File: src/rtl/sri_pkg.sv
// Shared types, constants and register indexes for the spike-rejecting IIR low-pass.
package sri_pkg;

  // Default datapath geometry
  localparam int SAMPLE_BITS_DEF = 16;
  localparam int FRAC_BITS_DEF   = 8;

  // Register field widths
  localparam int THR_W      = 16;
  localparam int LIMIT_W    = 8;
  localparam int CODE_W     = 16;
  localparam int COEF_W     = 16;
  localparam int A2_W       = 17;
  localparam int CFG_IDX_W  = 3;
  localparam int CFG_DATA_W = 17;

  // Rounding constant for the Q.16 coefficient products
  localparam int ROUND_BIT = 15;

  // Register reset values
  localparam logic [THR_W-1:0]   THR_RST   = 16'd5;
  localparam logic [LIMIT_W-1:0] LIMIT_RST = 8'd3;
  localparam logic               CHK_RST   = 1'b1;
  localparam logic [CODE_W-1:0]  CODE_RST  = 16'hC000;
  localparam logic [COEF_W-1:0]  B1_RST    = 16'd16069;
  localparam logic [COEF_W-1:0]  B2_RST    = 16'd16069;
  localparam logic [A2_W-1:0]    A2_RST    = 17'h17D91; // -33391

  // Register indexes on the configuration channel
  typedef enum logic [CFG_IDX_W-1:0] {
    CFG_JUMP_THRESHOLD    = 3'd0,
    CFG_JUMP_LIMIT        = 3'd1,
    CFG_CODE_CHECK_ENABLE = 3'd2,
    CFG_ERROR_CODE        = 3'd3,
    CFG_COEF_B1           = 3'd4,
    CFG_COEF_B2           = 3'd5,
    CFG_COEF_A2           = 3'd6
  } cfg_idx_t;

  // Register file contents
  typedef struct packed {
    logic [THR_W-1:0]   jump_threshold;
    logic [LIMIT_W-1:0] jump_limit;
    logic               code_check_enable;
    logic [CODE_W-1:0]  error_code;
    logic [COEF_W-1:0]  coef_b1;
    logic [COEF_W-1:0]  coef_b2;
    logic [A2_W-1:0]    coef_a2;
  } cfg_t;

  // Deglitch status handed to the filter
  typedef struct packed {
    logic first;
    logic held;
  } dg_flags_t;

endpackage

File: src/rtl/sri_ifs.sv
// Channel interfaces: sample stream, result stream and configuration writes.
interface sample_if #(
  parameter int SAMPLE_BITS = sri_pkg::SAMPLE_BITS_DEF
);
  logic                   valid;
  logic                   ready;
  logic [SAMPLE_BITS-1:0] sample;

  modport source (output valid, output sample, input ready);
  modport sink   (input valid, input sample, output ready);
endinterface

interface result_if #(
  parameter int SAMPLE_BITS = sri_pkg::SAMPLE_BITS_DEF,
  parameter int FRAC_BITS   = sri_pkg::FRAC_BITS_DEF
);
  logic                             valid;
  logic                             ready;
  logic [SAMPLE_BITS+FRAC_BITS-1:0] filtered;
  logic [SAMPLE_BITS-1:0]           clean_sample;
  logic                             held;

  modport source (output valid, output filtered, output clean_sample, output held,
                  input ready);
  modport sink   (input valid, input filtered, input clean_sample, input held,
                  output ready);
endinterface

interface cfg_if;
  import sri_pkg::*;
  logic                  valid;
  logic                  ready;
  logic [CFG_IDX_W-1:0]  index;
  logic [CFG_DATA_W-1:0] data;

  modport source (output valid, output index, output data, input ready);
  modport sink   (input valid, input index, input data, output ready);
endinterface

File: src/rtl/sri_cfg_regs.sv
// Configuration register file, written one word at a time.
module sri_cfg_regs (
  input  logic         clk,
  input  logic         rst,
  cfg_if.sink          cfg,
  output sri_pkg::cfg_t regs
);
  import sri_pkg::*;

  cfg_t regs_q;

  // Always take a write
  assign cfg.ready = 1'b1;
  assign regs      = regs_q;

  // Load reset values, then update the addressed register
  always_ff @(posedge clk) begin
    if (rst) begin
      regs_q.jump_threshold    <= THR_RST;
      regs_q.jump_limit        <= LIMIT_RST;
      regs_q.code_check_enable <= CHK_RST;
      regs_q.error_code        <= CODE_RST;
      regs_q.coef_b1           <= B1_RST;
      regs_q.coef_b2           <= B2_RST;
      regs_q.coef_a2           <= A2_RST;
    end else if (cfg.valid && cfg.ready) begin
      case (cfg_idx_t'(cfg.index))
        CFG_JUMP_THRESHOLD:    regs_q.jump_threshold    <= cfg.data[THR_W-1:0];
        CFG_JUMP_LIMIT:        regs_q.jump_limit        <= cfg.data[LIMIT_W-1:0];
        CFG_CODE_CHECK_ENABLE: regs_q.code_check_enable <= cfg.data[0];
        CFG_ERROR_CODE:        regs_q.error_code        <= cfg.data[CODE_W-1:0];
        CFG_COEF_B1:           regs_q.coef_b1           <= cfg.data[COEF_W-1:0];
        CFG_COEF_B2:           regs_q.coef_b2           <= cfg.data[COEF_W-1:0];
        CFG_COEF_A2:           regs_q.coef_a2           <= cfg.data[A2_W-1:0];
        default: ;
      endcase
    end
  end

endmodule

File: src/rtl/sri_deglitch.sv
// Spike rejection: holds the last accepted level until enough consecutive jumps.
module sri_deglitch #(
  parameter int SAMPLE_BITS = sri_pkg::SAMPLE_BITS_DEF
) (
  input  logic                   clk,
  input  logic                   rst,
  input  logic                   advance,
  input  logic [SAMPLE_BITS-1:0] x,
  input  sri_pkg::cfg_t          regs,
  output logic [SAMPLE_BITS-1:0] clean,
  output sri_pkg::dg_flags_t     flags
);
  import sri_pkg::*;

  localparam int CW = (SAMPLE_BITS > THR_W) ? SAMPLE_BITS : THR_W;

  logic                   started;
  logic [SAMPLE_BITS-1:0] last_accepted;
  logic [LIMIT_W-1:0]     jump_count;

  logic [SAMPLE_BITS-1:0] diff;
  logic [CW-1:0]          diff_w;
  logic [CW-1:0]          thr_w;
  logic [CW-1:0]          x_w;
  logic [CW-1:0]          code_w;
  logic                   jump;
  logic [LIMIT_W:0]       count_inc;
  logic                   under_limit;
  logic                   hold;

  // Distance from the last accepted level
  assign diff   = (x >= last_accepted) ? (x - last_accepted) : (last_accepted - x);
  assign diff_w = CW'(diff);
  assign thr_w  = CW'(regs.jump_threshold);
  assign x_w    = CW'(x);
  assign code_w = CW'(regs.error_code);

  // Classify the word as a jump and decide whether to hold
  assign jump        = (diff_w >= thr_w) || (regs.code_check_enable && (x_w == code_w));
  assign count_inc   = {1'b0, jump_count} + (LIMIT_W+1)'(1);
  assign under_limit = count_inc < {1'b0, regs.jump_limit};
  assign hold        = started && jump && under_limit;

  assign clean       = hold ? last_accepted : x;
  assign flags.first = !started;
  assign flags.held  = hold;

  // Advance the deglitch state when the word moves to the result register
  always_ff @(posedge clk) begin
    if (rst) begin
      started       <= 1'b0;
      last_accepted <= '0;
      jump_count    <= '0;
    end else if (advance) begin
      started <= 1'b1;
      if (hold) begin
        jump_count <= count_inc[LIMIT_W-1:0];
      end else begin
        last_accepted <= x;
        jump_count    <= '0;
      end
    end
  end

endmodule

File: src/rtl/sri_iir.sv
// First-order IIR section with round-to-nearest and saturation to unsigned fixed point.
module sri_iir #(
  parameter int SAMPLE_BITS = sri_pkg::SAMPLE_BITS_DEF,
  parameter int FRAC_BITS   = sri_pkg::FRAC_BITS_DEF
) (
  input  logic                             clk,
  input  logic                             rst,
  input  logic                             advance,
  input  logic [SAMPLE_BITS-1:0]           clean,
  input  sri_pkg::dg_flags_t               flags,
  input  sri_pkg::cfg_t                    regs,
  output logic [SAMPLE_BITS+FRAC_BITS-1:0] filtered
);
  import sri_pkg::*;

  localparam int OW    = SAMPLE_BITS + FRAC_BITS;
  localparam int PW    = COEF_W + SAMPLE_BITS;
  localparam int FBW   = A2_W + OW + 1;
  localparam int ACC_W = A2_W + OW + 3;
  localparam int QL    = ROUND_BIT + 1;

  logic [SAMPLE_BITS-1:0]   prev_input;
  logic [OW-1:0]            prev_output;

  logic [PW-1:0]            pb1;
  logic [PW-1:0]            pb2;
  logic [PW:0]              ff_sum;
  logic signed [FBW-1:0]    a2_s;
  logic signed [FBW-1:0]    y_s;
  logic signed [FBW-1:0]    fb_prod;
  logic [ACC_W-1:0]         ff_ext;
  logic [ACC_W-1:0]         fb_ext;
  logic [ACC_W-1:0]         acc;
  logic                     neg;
  logic                     over;
  logic [OW-1:0]            y_iir;
  logic [OW-1:0]            y;

  // Feed-forward products
  assign pb1    = PW'(regs.coef_b1) * PW'(clean);
  assign pb2    = PW'(regs.coef_b2) * PW'(prev_input);
  assign ff_sum = {1'b0, pb1} + {1'b0, pb2};

  // Feedback product, signed coefficient times previous output
  assign a2_s    = $signed({{(FBW-A2_W){regs.coef_a2[A2_W-1]}}, regs.coef_a2});
  assign y_s     = $signed({{(FBW-OW){1'b0}}, prev_output});
  assign fb_prod = a2_s * y_s;

  // Accumulate: feed-forward aligned to the output fraction, minus feedback, plus half LSB
  assign ff_ext = ACC_W'(ff_sum) << FRAC_BITS;
  assign fb_ext = ACC_W'(fb_prod);
  assign acc    = ff_ext - fb_ext + (ACC_W'(1) << ROUND_BIT);

  // Clamp to the unsigned output range
  assign neg   = acc[ACC_W-1];
  assign over  = |acc[ACC_W-2:QL+OW];
  assign y_iir = neg ? '0 : (over ? '1 : acc[QL +: OW]);

  // First word passes straight through
  assign y        = flags.first ? (OW'(clean) << FRAC_BITS) : y_iir;
  assign filtered = y;

  // Advance the filter history
  always_ff @(posedge clk) begin
    if (rst) begin
      prev_input  <= '0;
      prev_output <= '0;
    end else if (advance) begin
      prev_input  <= clean;
      prev_output <= y;
    end
  end

endmodule

File: src/rtl/spike_reject_iir_lowpass_top.sv
// Top level: input register, deglitch and filter logic, result register.
// An accepted word moves from the input register through the deglitch and filter
// logic into the result register, waiting while the result register is stalled.
// Throughput: one word per cycle while the result side is not stalled.
// Reset (synchronous, active high) empties both registers, clears the filter and
// deglitch history and loads every configuration register with its default.
module spike_reject_iir_lowpass_top #(
  parameter int SAMPLE_BITS = sri_pkg::SAMPLE_BITS_DEF,
  parameter int FRAC_BITS   = sri_pkg::FRAC_BITS_DEF
) (
  input  logic      clk,
  input  logic      rst,
  sample_if.sink    samples,
  result_if.source  results,
  cfg_if.sink       cfg
);
  import sri_pkg::*;

  localparam int OW = SAMPLE_BITS + FRAC_BITS;

  cfg_t                   regs;
  logic                   in_v;
  logic [SAMPLE_BITS-1:0] in_sample;
  logic                   out_v;
  logic [OW-1:0]          out_filtered;
  logic [SAMPLE_BITS-1:0] out_clean;
  logic                   out_held;
  logic                   advance;
  logic [SAMPLE_BITS-1:0] clean;
  dg_flags_t              flags;
  logic [OW-1:0]          filtered;

  sri_cfg_regs u_cfg_regs (
    .clk  (clk),
    .rst  (rst),
    .cfg  (cfg),
    .regs (regs)
  );

  sri_deglitch #(
    .SAMPLE_BITS (SAMPLE_BITS)
  ) u_deglitch (
    .clk     (clk),
    .rst     (rst),
    .advance (advance),
    .x       (in_sample),
    .regs    (regs),
    .clean   (clean),
    .flags   (flags)
  );

  sri_iir #(
    .SAMPLE_BITS (SAMPLE_BITS),
    .FRAC_BITS   (FRAC_BITS)
  ) u_iir (
    .clk      (clk),
    .rst      (rst),
    .advance  (advance),
    .clean    (clean),
    .flags    (flags),
    .regs     (regs),
    .filtered (filtered)
  );

  // Move a word forward when the result register is free or being emptied
  assign advance       = in_v && (!out_v || results.ready);
  assign samples.ready = !in_v || advance;

  assign results.valid        = out_v;
  assign results.filtered     = out_filtered;
  assign results.clean_sample = out_clean;
  assign results.held         = out_held;

  // Valid flags of the two registers
  always_ff @(posedge clk) begin
    if (rst) begin
      in_v  <= 1'b0;
      out_v <= 1'b0;
    end else begin
      if (samples.valid && samples.ready) begin
        in_v <= 1'b1;
      end else if (advance) begin
        in_v <= 1'b0;
      end
      if (advance) begin
        out_v <= 1'b1;
      end else if (results.ready) begin
        out_v <= 1'b0;
      end
    end
  end

  // Payload of the two registers
  always_ff @(posedge clk) begin
    if (samples.valid && samples.ready) begin
      in_sample <= samples.sample;
    end
    if (advance) begin
      out_filtered <= filtered;
      out_clean    <= clean;
      out_held     <= flags.held;
    end
  end

endmodule

File: src/flat_wrapper.sv
// flat-port wrapper written by rule: the top's interface ports become plain ports
module spike_reject_iir_lowpass_top_flat import sri_pkg::*;
#(
  parameter int SAMPLE_BITS = sri_pkg::SAMPLE_BITS_DEF,
  parameter int FRAC_BITS   = sri_pkg::FRAC_BITS_DEF
)
  (clk, rst, samples_valid, samples_sample, samples_ready, results_valid, results_filtered, results_clean_sample, results_held, results_ready, cfg_valid, cfg_index, cfg_data, cfg_ready);
  sample_if #(.SAMPLE_BITS(SAMPLE_BITS)) samples_i ();
  result_if #(.SAMPLE_BITS(SAMPLE_BITS), .FRAC_BITS(FRAC_BITS)) results_i ();
  cfg_if cfg_i ();
  input  logic clk;
  input  logic rst;
  input wire logic [$bits(samples_i.valid)-1:0] samples_valid;
  input wire logic [$bits(samples_i.sample)-1:0] samples_sample;
  output wire logic [$bits(samples_i.ready)-1:0] samples_ready;
  output wire logic [$bits(results_i.valid)-1:0] results_valid;
  output wire logic [$bits(results_i.filtered)-1:0] results_filtered;
  output wire logic [$bits(results_i.clean_sample)-1:0] results_clean_sample;
  output wire logic [$bits(results_i.held)-1:0] results_held;
  input wire logic [$bits(results_i.ready)-1:0] results_ready;
  input wire logic [$bits(cfg_i.valid)-1:0] cfg_valid;
  input wire logic [$bits(cfg_i.index)-1:0] cfg_index;
  input wire logic [$bits(cfg_i.data)-1:0] cfg_data;
  output wire logic [$bits(cfg_i.ready)-1:0] cfg_ready;
  assign samples_i.valid = samples_valid;
  assign samples_i.sample = samples_sample;
  assign samples_ready = samples_i.ready;
  assign results_valid = results_i.valid;
  assign results_filtered = results_i.filtered;
  assign results_clean_sample = results_i.clean_sample;
  assign results_held = results_i.held;
  assign results_i.ready = results_ready;
  assign cfg_i.valid = cfg_valid;
  assign cfg_i.index = cfg_index;
  assign cfg_i.data = cfg_data;
  assign cfg_ready = cfg_i.ready;
  spike_reject_iir_lowpass_top #(.SAMPLE_BITS(SAMPLE_BITS), .FRAC_BITS(FRAC_BITS)) u_core (.clk(clk), .rst(rst), .samples(samples_i), .results(results_i), .cfg(cfg_i));
endmodule
File: config.mk
export PLATFORM = sky130hd
export DESIGN_NAME = spike_reject_iir_lowpass_top_flat
export DESIGN_NICKNAME = d
export VERILOG_FILES = /design/src/rtl/sri_pkg.sv /design/src/rtl/sri_ifs.sv /design/src/rtl/sri_cfg_regs.sv /design/src/rtl/sri_deglitch.sv /design/src/rtl/sri_iir.sv /design/src/rtl/spike_reject_iir_lowpass_top.sv /design/src/flat_wrapper.sv
export SDC_FILE = /design/constraint.sdc
export NUM_CORES = 2
export LEC_CHECK = 0
export BUFFER_PORTS_ARGS = -buffer_cell sky130_fd_sc_hd__buf_2
export CAP_MARGIN = 5
export CORE_MARGIN = 8
export CORE_UTILIZATION = 45
export DETAILED_ROUTE_END_ITERATION = 10
export HOLD_SLACK_MARGIN = 0.1
export PLACE_DENSITY = 0.72
export SLEW_MARGIN = 20
export SYNTH_ARGS = -nofsm -noshare
export SYNTH_HDL_FRONTEND = slang
export SYNTH_SLANG_ARGS = --single-unit
File: constraint.sdc
create_clock -name clk -period 17 [get_ports clk]
set_input_delay 0.85 -clock clk [delete_from_list [all_inputs] [get_ports clk]]
set_output_delay 0.85 -clock clk [all_outputs]
set_load 0.02 [all_outputs]
==> metrics.csv <==
metric,value,unit
status,"finished, final reports clean",
hold_class,flip-flop to flip-flop,
clkLatencyLatePin,0.52,ns
netlist_instances,4609,
drc_errors,0,
netlist_top_cells_area,"fa_1, ha_1, inv_1, and2_1, dfxtp_1",
synth_seq_cells,198,
async_flop_share,0,%
final-max-slew-violation-count,0,
instances_no_fill,5870,
clkSlewWorstSetupHoldPaths,0.09,ns
hold_violations,0,
drive_above_1_share,6.13,%
cts_buffer_depth,2,
cts_tree,done,
clock-root-buffer,clkbuf_16,
syn_avg_cell_area,9.08,sq um
avgViaCountPerCell,5.42,
nets,5892,
ys_types,90,
ys_seq_area_share,10.8,%
rows,112,
gp_congestion,0.934,
die_x,321,microns
syn_area,41900,sq um
hpwl,91.9,mm
io_pins,85,
synth-edff-count,57,
grt_pass1_wl,184,mm
critPathLaunch,u_core.in_sample[0],
gr-total-overflow,0,
core-area,92800,sq um
slowest_delay,0.58,ns
relSlewSlack,23.7,%
crit_path_end_kind,flip-flop,
final_core_util,48.1,%
mostFrequentLayoutCells,"inv_1, fa_1, nand2_1",
grt.total_usage,22.5,%
dr.pass1.iters,5,
grt_max_degree,56,
worst-setup-path-type,flip-flop to flip-flop,
placed_cells,5822,
initial_utilization,45.1,%
place_area,43700,sq um
area_delta_synth_final,6.56,%
postLayoutCellArea,44600,sq um
port_buffers,83,
worst_ep_arrival_time,16.55,ns
setup_viol_count_final,0,
grt_pass1_vias,33500,
cp_max_fo,39,
critical_path_required,17.22,ns
clkSinkCount,198,
path_common_cell,fa_1,
timing.setup.tns,0,ns
ctsHoldBuffers,0,
synth_top_area_cell,fa_1,
crit_path_start_kind,flip-flop,
dominantRegCellSynth,dfxtp_1,
drt_iter0_markers,2499,
crit_slowest_cell,fa_1,
h-tree-depth,4,
routed_wl,114,mm
cts_buffers,17,
worst_slew_pin_slew,1.14,ns
fp.dieH,321,microns
maxCapViolations,0,
syn_nets,5900,
antenna_found_initial,3,
wl_per_cell,19.3,microns
clock.fmax,0.0612,GHz
yosysWarnings,0,
skew,0.0275,ns
dr_total_vias,31800,
timing.final.crit_period,16.34,ns
r2r-start,u_core.in_sample[0],
ant_nets,0,
synth_top_area_share,38.9,%
final_common_cell,inv_1,
hp-start,u_core.u_cfg_regs.regs[68],
period_share,96.1,%
dieArea,103000,sq um
critical path: cells and delay by family, from the launching register on:
kind,cells,cell delay (ns)
and+or+nand+nor,10,2.05
xor gates and xnor gates,2,0.30
buffers and inverters,13,1.86
AOI/OAI and AO/OA,16,3.09
adders and majority gates,18,7.64
DFF,1,0.43
muxes,2,0.55
metal layers:
layer	routed length (microns)	vias to the layer above	GRT usage, %
li1	-	14100	-
met1	46000	16200	29.4
met2	53400	1289	36.4
met3	9430	271	4.78
met4	4710	2	8.77
met5	19	-	0
what timing repair did:
| action | CTS | global route |
|---|---|---|
| setup endpoints to repair | 0 | 48 |
| buffers inserted | 0 | 12 |
| gates resized for setup | 0 | 19 |
kinds of logic (layout without fill, tap and decap cells):
family	after synthesis	after routing	synth area share [%]
compound gates	446	446	7.35
xor+xnor	88	88	1.84
fa+ha+maj	1250	1250	51.9
buf+inv	1152	1156	10.5
flops	198	198	10.8
mux	27	28	0.654
other cells	1	3	0.00896
simple gates	1447	1447	16.9
stage by stage:
stage          hold slack, ns  worst slack (ns)
2_1_floorplan           0.436              1.57
3_3_place_gp            0.442             0.378
3_5_place_dp            0.449             0.187
4_1_cts                 0.461            0.0819
5_1_grt                 0.480           -0.0733
6_report                0.462             0.664
synth_stat cells (all sizes together), types with 4 or more instances:
library cell / n
inv: 943
fa: 814
nand2: 686
and2: 458
ha: 436
clkbuf: 188
a21oi: 150
dfxtp: 141
nor2: 100
o21ai: 60
edfxtp: 57
nor2b: 54
nand3: 50
xnor2: 49
xor2: 39
a21o: 36
a211oi: 35
a311oi: 29
mux2i: 24
nor3: 23
buf: 21
o211ai: 20
and3: 19
o22ai: 18
nand4: 16
a22oi: 13
a31oi: 12
nand2b: 12
a21boi: 10
o21a: 10
o21bai: 10
o31ai: 7
nor4: 6
nand3b: 5
and4: 4
o2111ai: 4
or2: 4
or3: 4
sequential cells by signal, summed over array words and instances, names as in the netlist:
name                             cells
u_core.u_deglitch.last_accepted     16
u_core.results.filtered             24
u_core.results.held                  1
u_core.u_iir.prev_output            24
u_core.results.clean_sample         16
u_core.u_deglitch.jump_count         8
u_core.results.valid                 1
u_core.u_cfg_regs.regs              90
u_core.in_sample                    16
u_core.u_deglitch.started            1
u_core.in_v                          1
path summary, 6_finish.rpt:
check | end | slack (ns) | cells after the start
worst min register to register | u_core.u_cfg_regs.regs[68] | 0.46 | 2
worst max-delay path | u_core.results.filtered[19] | 0.66 | 61
worst min-delay path | u_core.u_cfg_regs.regs[68] | 0.46 | 2
worst max register to register | u_core.results.filtered[19] | 0.66 | 61
cell type report:
cell class	instances	area [sq um]
clock inverter	14	199
inverter	943	3540
antenna	2	5.00
sequential	198	4530
clock buffer	18	450
fill	8669	48100
multi-input combinational	3260	33100
tap	1254	1570
timing repair buffer	181	1180
Power is not shown: default switching activity piles up to over one toggle a cycle in this logic, so the estimate is an artifact.
